**src/hw/rtl/tcw_pkg.sv**
```systemverilog
// ---------------------------------------------------------------------------
// tcw_pkg
// Shared types, constants and cell helpers for the text console writer.
// ---------------------------------------------------------------------------
package tcw_pkg;

	// store geometry
	localparam int COLUMNS = 80;
	localparam int ROWS    = 25;

	// field widths
	localparam int COL_W  = 7;
	localparam int ROW_W  = 5;
	localparam int CHAR_W = 8;
	localparam int CELL_W = 16;
	localparam int ADDR_W = ROW_W + COL_W;
	localparam int MEM_DEPTH = ROWS * (1 << COL_W);

	// configuration port
	localparam int CFG_IDX_W  = 3;
	localparam int CFG_DATA_W = 8;

	localparam logic [CFG_IDX_W-1:0] CFG_BAND_ONE_END = 3'd0;
	localparam logic [CFG_IDX_W-1:0] CFG_BAND_TWO_END = 3'd1;
	localparam logic [CFG_IDX_W-1:0] CFG_COLOR_ONE    = 3'd2;
	localparam logic [CFG_IDX_W-1:0] CFG_COLOR_TWO    = 3'd3;
	localparam logic [CFG_IDX_W-1:0] CFG_COLOR_THREE  = 3'd4;

	localparam logic [COL_W-1:0] RST_BAND_ONE_END = 7'd26;
	localparam logic [COL_W-1:0] RST_BAND_TWO_END = 7'd54;
	localparam logic [7:0]       RST_COLOR_ONE    = 8'h2f;
	localparam logic [7:0]       RST_COLOR_TWO    = 8'hf2;
	localparam logic [7:0]       RST_COLOR_THREE  = 8'h4f;

	// command codes
	localparam logic [1:0] CMD_WRITE     = 2'd0;
	localparam logic [1:0] CMD_BACKSPACE = 2'd1;
	localparam logic [1:0] CMD_READ      = 2'd2;
	localparam logic [1:0] CMD_CLEAR     = 2'd3;

	// special bytes
	localparam logic [CHAR_W-1:0] CHAR_LF    = 8'd10;
	localparam logic [CHAR_W-1:0] CHAR_CR    = 8'd13;
	localparam logic [CHAR_W-1:0] BLANK_CHAR = 8'h20;

	localparam logic [COL_W-1:0] LAST_COL = COL_W'(COLUMNS - 1);
	localparam logic [ROW_W-1:0] LAST_ROW = ROW_W'(ROWS - 1);

	typedef enum logic [2:0] {
		OP_CHAR  = 3'd0,
		OP_CR    = 3'd1,
		OP_LF    = 3'd2,
		OP_BS    = 3'd3,
		OP_READ  = 3'd4,
		OP_CLEAR = 3'd5
	} op_kind_t;

	// one classified word between front and back
	typedef struct packed {
		op_kind_t          kind;
		logic [CHAR_W-1:0] ch;
		logic [COL_W-1:0]  rcol;
		logic [ROW_W-1:0]  rrow;
	} op_t;

	typedef struct packed {
		logic [COL_W-1:0] band_one_end;
		logic [COL_W-1:0] band_two_end;
		logic [7:0]       color_one;
		logic [7:0]       color_two;
		logic [7:0]       color_three;
	} cfg_t;

	// attribute byte for a column
	function automatic logic [7:0] band_color(logic [COL_W-1:0] col, cfg_t cfg);
		logic [7:0] c;
		if (col <= cfg.band_one_end)
			c = cfg.color_one;
		else if (col <= cfg.band_two_end)
			c = cfg.color_two;
		else
			c = cfg.color_three;
		return c;
	endfunction

	function automatic logic [CELL_W-1:0] make_cell(logic [CHAR_W-1:0] ch,
			logic [COL_W-1:0] col, cfg_t cfg);
		return {band_color(col, cfg), ch};
	endfunction

	// logical row to physical row of the circular store
	function automatic logic [ROW_W-1:0] phys_row(logic [ROW_W-1:0] row,
			logic [ROW_W-1:0] base);
		logic [ROW_W:0] sum;
		sum = {1'b0, row} + {1'b0, base};
		if (sum >= (ROW_W+1)'(ROWS))
			sum = sum - (ROW_W+1)'(ROWS);
		return sum[ROW_W-1:0];
	endfunction

endpackage

```
**src/hw/rtl/tcw_front.sv**
```systemverilog
// ---------------------------------------------------------------------------
// tcw_front
// Accepts input words, classifies them and buffers them in a two-entry queue.
// ---------------------------------------------------------------------------
module tcw_front (
	input  logic                       clk,
	input  logic                       arst_n,
	input  logic                       hold,
	input  logic                       in_valid,
	output logic                       in_ready,
	input  logic [1:0]                 command,
	input  logic [tcw_pkg::CHAR_W-1:0] char_code,
	input  logic [tcw_pkg::COL_W-1:0]  read_col,
	input  logic [tcw_pkg::ROW_W-1:0]  read_row,
	output logic                       op_valid,
	input  logic                       op_ready,
	output tcw_pkg::op_t               op
);
	import tcw_pkg::*;

	op_t        entry_q [0:1];
	logic       wr_ptr_q;
	logic       rd_ptr_q;
	logic [1:0] count_q;
	op_t        cls;
	logic       push;
	logic       pop;

	// classify the incoming word
	always_comb begin
		cls.ch   = char_code;
		cls.rcol = read_col;
		cls.rrow = read_row;
		case (command)
			CMD_WRITE: begin
				if (char_code == CHAR_CR)
					cls.kind = OP_CR;
				else if (char_code == CHAR_LF)
					cls.kind = OP_LF;
				else
					cls.kind = OP_CHAR;
			end
			CMD_BACKSPACE: cls.kind = OP_BS;
			CMD_READ:      cls.kind = OP_READ;
			default:       cls.kind = OP_CLEAR;
		endcase
	end

	assign in_ready = (count_q != 2'd2) && !hold;
	assign push     = in_valid && in_ready;
	assign op_valid = (count_q != 2'd0);
	assign pop      = op_valid && op_ready;
	assign op       = entry_q[rd_ptr_q];

	// queue storage
	always_ff @(posedge clk) begin
		if (push)
			entry_q[wr_ptr_q] <= cls;
	end

	// queue pointers
	always_ff @(posedge clk or negedge arst_n) begin
		if (!arst_n) begin
			wr_ptr_q <= 1'b0;
			rd_ptr_q <= 1'b0;
			count_q  <= 2'd0;
		end else begin
			if (push)
				wr_ptr_q <= ~wr_ptr_q;
			if (pop)
				rd_ptr_q <= ~rd_ptr_q;
			case ({push, pop})
				2'b10:   count_q <= count_q + 2'd1;
				2'b01:   count_q <= count_q - 2'd1;
				default: count_q <= count_q;
			endcase
		end
	end

endmodule

```
**config.mk**
```make
export PLATFORM = sky130hd
export DESIGN_NAME = tcw_front
export DESIGN_NICKNAME = d
export VERILOG_FILES = /design/src/hw/rtl/tcw_pkg.sv /design/src/hw/rtl/tcw_front.sv
export SDC_FILE = /design/constraint.sdc
export NUM_CORES = 1
export LEC_CHECK = 0
export BUFFER_PORTS_ARGS = -buffer_cell sky130_fd_sc_hd__buf_4
export CAP_MARGIN = 0
export CORE_ASPECT_RATIO = 0.7
export CORE_MARGIN = 2
export CORE_UTILIZATION = 35
export CTS_BUF_LIST = sky130_fd_sc_hd__clkbuf_4
export CTS_CLUSTER_DIAMETER = 50
export DETAILED_ROUTE_END_ITERATION = 8
export RECOVER_POWER = 50
export SETUP_SLACK_MARGIN = 0.5
export SLEW_MARGIN = 20
export SYNTH_ARGS = -nofsm -noshare
export SYNTH_HDL_FRONTEND = slang
export SYNTH_SLANG_ARGS = --single-unit
export TNS_END_PERCENT = 20
```
**constraint.sdc**
```tcl
create_clock -name clk -period 5.7 [get_ports clk]
set_input_delay 0.57 -clock clk [delete_from_list [all_inputs] [get_ports clk]]
set_output_delay 0.57 -clock clk [all_outputs]
set_load 0.03 [all_outputs]
```
Word level (Yosys, flattened, before mapping)
Memory sizes are Yosys's and may differ from the RTL's.
Cells that the tools add are included.
{"block": "word_totals", "reg_bits": 4, "latch_bits": 0, "ram_bits": 46, "mem_bits_ro": 0, "output_inout_bits": 25, "memories": 1}
{"memory": "entry_q", "depth": 2, "width": 23, "read_ports": 1, "rd_clocked_by_memory_dff": 0, "write_ports": 1, "line_no": "tcw_front.sv:21", "text": "op_t entry_q [0:1];"}
{"block": "classes", "addsub": 2, "n_mul": 0, "div": 0, "magnitude_cmp": 0, "n_eq_ne": 7, "shift": 0, "n_mux": 6, "n_bitwise": 2, "reduce_logical": 7}
{"operator": "equality test 8 x 4 -> 1 bit (second input constant)", "count": 2}
{"operator": "case mux 3 bit (3 select lines)", "count": 1}
{"operator": "equality test 2 x 1 -> 1 bit (second input constant)", "count": 2}
{"operator": "equality test 2 bit (second input constant)", "count": 2}
{"operator": "2-to-1 mux 2 bit", "count": 2}
{"operator": "case mux 2 bit (2 select lines)", "count": 1}
{"operator": "nonzero test 2 bit", "count": 2}
{"operator": "logical AND 1 bit", "count": 3}
{"operator": "adder 2 x 1 -> 2 bit (second input constant)", "count": 1}
{"operator": "zero test 2 bit", "count": 1}
{"operator": "2-to-1 mux 1 bit", "count": 2}
{"operator": "!= test 2 bit (second input constant)", "count": 1}
{"operator": "inverter 1 bit", "count": 2}
{"operator": "subtractor 2 x 1 -> 2 bit (second input constant)", "count": 1}
{"operator": "zero test 1 bit", "count": 1}

Depth between registers and ports, before layout
{"block": "logic_depth", "ltp_word": 5, "depth_mapped": 6, "ltp_nobuf": 6}

Worst setup path before layout
Ideal clock, no wire load.
{"block": "synth_path", "path_kind": "input port to flip-flop", "from": "input hold", "to": "memory entry_q[0][0] in the netlist's numbering, enable pin", "setup_time_ns": 0.403, "arrival_ns": 1.778, "required_time_ns": 5.297, "setup_slack_ns": 3.519, "stages": 3, "cell_sequence": "inv_1 -> o211ai_1 -> nor2_1"}
{"block": "synth_via", "elab_chain_len": 5}
{"element": "from (decl)", "line_no": "tcw_front.sv:8", "text": "input logic hold,"}
{"element": "zero test 1 bit", "line_no": "tcw_front.sv:49", "text": "assign in_ready = (count_q != 2'd2) && !hold;"}
{"element": "logical AND 1 bit", "line_no": "tcw_front.sv:49"}
{"element": "logical AND 1 bit", "line_no": "tcw_front.sv:50", "text": "assign push = in_valid && in_ready;"}
{"element": "2-to-1 mux 1 bit", "line_no": "tcw_front.sv:57", "text": "if (push)"}
{"element": "2-to-1 mux 1 bit (not written as such)", "line_no": "tcw_front.sv:58", "text": "entry_q[wr_ptr_q] <= cls;"}
{"element": "to (decl)", "line_no": "tcw_front.sv:21"}
Every way passes these cells.

==> out/metrics.yaml <==
place:
  io_buffer_count: 51
  dpl.hpwl_um: 2320
  gp_congestion: 0.690
sta:
  whs_ps: 418
  period_share: 0.449
  worst_pin_slew_ps: 1350
  finalSetupViolCount: 0
  maxSlewHeadroom: 0.100
  fin_crit_ps: 2560
  rsz0062_at_grt: "false"
  tns_ps: 0
  slew_violations: 0
  clock.fmax_ghz: 0.391
  hold_viol_final: 0
  fin_skew_ps: 4.69
worst_setup_path:
  worstPathMaxFanout: 24
  rr_worst_depth: 4
  slowest_stage: "dfrtp_1"
  worstSetupEndpointType: "primary output"
  critPathLaunchType: "register"
  slowest_delay_ps: 1020
  crit_buf_inv: 1
  worstPathArrival_ps: 1990
  crit_type: "reg -> out"
  crit_family: "flip-flops"
  crit_chain: "mux2_2 > buf_4"
  critPathRequiredTime_ps: 5130
  crit_cells: 2
synthesis:
  yosysTopAreaCell: "edfxtp_1"
  ys_types: 22
  synth-seq-area-share: 0.766
  ys_warn_count: 0
  synthCells: 100
  synth.top_cells.by_area: "edfxtp_1 71%, mux2_2 13%, dfrtp_1 5.2%, xnor2_1 1.8%, buf_6 1.2%"
  syn_nets: 128
  post-synth-top-area-fraction: 0.715
  synth-seq-cells: 50
  avgSynthCellArea_sq_um: 19.3
  syn_area_sq_um: 1930
min_path:
  hold_depth: 1
  hold_path.class: "in -> reg"
final_layout:
  final_cell_mix: "46 x edfxtp_1, 29 x buf_4, 23 x mux2_2, 16 x clkbuf_1, 12 x clkbuf_4"
  layout-drive-gt1-share: 0.442
  final_nets: 184
  final_common_cell: "edfxtp_1"
  area_growth_pct: 24.4
  regArea_sq_um: 1480
  n_fill_cell: 510
  num_antenna_cells: 0
  multiInputGateArea_sq_um: 410
floorplan:
  start_util: 0.366
  fp.dieH_um: 66.2
  row_count: 22
  die_x_um: 92.8
  core_sq_um: 5290
  die_area_sq_um: 6140
  io_pins: 52
clocking:
  cts_tree: "yes"
  htreeDepth: 2
  clk_path_buf_depth: 2
  path_clk_slew_ps: 130
  cts.sinks: 50
  root_buffer: "clkbuf_4"
  cts-buffers-inserted: 5
  insertion_delay_ps: 350
power:
  powerDensity_nw_per_um2: 464
  power.leakage_uw: 0.000857
  peakVddDrop_mv: 0.170
drt:
  drcViolationCount: 0
  drtPass1Iterations: 4
  ant_nets: 0
  wl_per_cell_um: 14.9
  via_per_inst: 4.63
  wl_um: 3400
  drtIter0Drc: 55
  vias: 1056
grt:
  grt_pass1_vias: 1120
  grt_antenna_before_repair: 0
  grt_first_pass_wirelength_um: 5480
  grt_use_total: 0.120
  grt_max_degree: 25
  grt.overflow.total: 0
status:
  status: "finished clean"
run:
  maxCapViolCount: 0
[power breakdown]
part / internal, uW / switching (uW) / total [uW]
logic: 183 / 226 / 410
clock network: 88.8 / 102 / 191
registers: 462 / 53.0 / 515
[logic make-up (layout without fill, tap and decap cells)]
| group | count (synthesis) | in the layout | synth area share |
|---|---|---|---|
| and+or+nand+nor | 10 | 10 | 0.0311 |
| adders and majority gates | 1 | 1 | 0.00647 |
| xor gates and xnor gates | 5 | 5 | 0.0227 |
| DFF | 50 | 50 | 0.766 |
| AOI/OAI and AO/OA | 4 | 4 | 0.0175 |
| buffers and inverters | 7 | 63 | 0.0220 |
| muxes | 23 | 23 | 0.134 |
[cells in the mapped netlist]
cell type and n:
inv_1 3, nor2b_1 1, buf_6 2, buf_2 1, or2_4 1, clkbuf_1 1
a31o_2 1, xor2_1 1, ha_1 1, nor2_1 3, and3_1 1, nor4b_1 1
nand2_1 1, edfxtp_1 46, and2_4 1, nor4_1 1, o21a_1 1, xnor2_1 4
a32o_1 1, dfrtp_1 4, mux2_2 23, o211ai_1 1
[final timing paths]
kind,startpoint,to,slack [ps]
setup / recovery,rd_ptr_q,op[21],3140
max in group asynchronous,arst_n,rd_ptr_q,4960
hold / removal,read_col[3],entry_q[0][8],420
min in group asynchronous,arst_n,count_q[1],560
setup reg to reg,count_q[1],entry_q[0][0],3510
hold reg to reg,wr_ptr_q,wr_ptr_q,530
[worst register-to-register path, stage by stage (launching register included)]
cell      delay [ps]
dfrtp_1          420
inv_1            110
o211ai_1         170
nor2_2           120
clkbuf_1         990
[layout make-up]
class                      instances  share of cell area
clock buffer                       5              0.0156
clock inverter                     2              0.0140
timing repair buffer              53               0.142
sequential                        50               0.616
tap                               72              0.0375
inverter                           3             0.00468
multi-input combinational         43               0.171
[through the flow]
step / area, sq um / utilization / power [uW] / worst slack, ps / cells
floorplan: 1930 / - / 810 / 3520 / 100
global route: 2400 / 0.455 / 1180 / 2960 / 228
detailed placement: 2380 / 0.451 / 948 / 3480 / 220
global placement: 2380 / 0.451 / 937 / 3510 / 220
finish: 2400 / 0.455 / 1120 / 3140 / 228
CTS: 2470 / 0.467 / 1140 / 3070 / 228
[registers in the layout, indices dropped and copies added, names as in the netlist]
register,count
count_q,2
rd_ptr_q,1
entry_q,46
wr_ptr_q,1
[timing repair]
action / 4_1_cts / 5_1_grt
setup buffers: 0 / 0
hold buffers: 1 / 0
endpoints found under the hold margin: 4 / 0
gates resized for setup: 0 / 0
endpoints found under the setup margin: 0 / 0
[metal layers]
| metal | track usage | up-vias | routed length, um |
|---|---|---|---|
| li1 | - | 489 | - |
| met1 | 0.150 | 524 | 1510 |
| met2 | 0.196 | 38 | 1630 |
| met3 | 0.0422 | 5 | 222 |
| met4 | 0.0441 | 0 | 32 |
| met5 | 0 | - | 0 |
(Power assumes the default switching activity.)
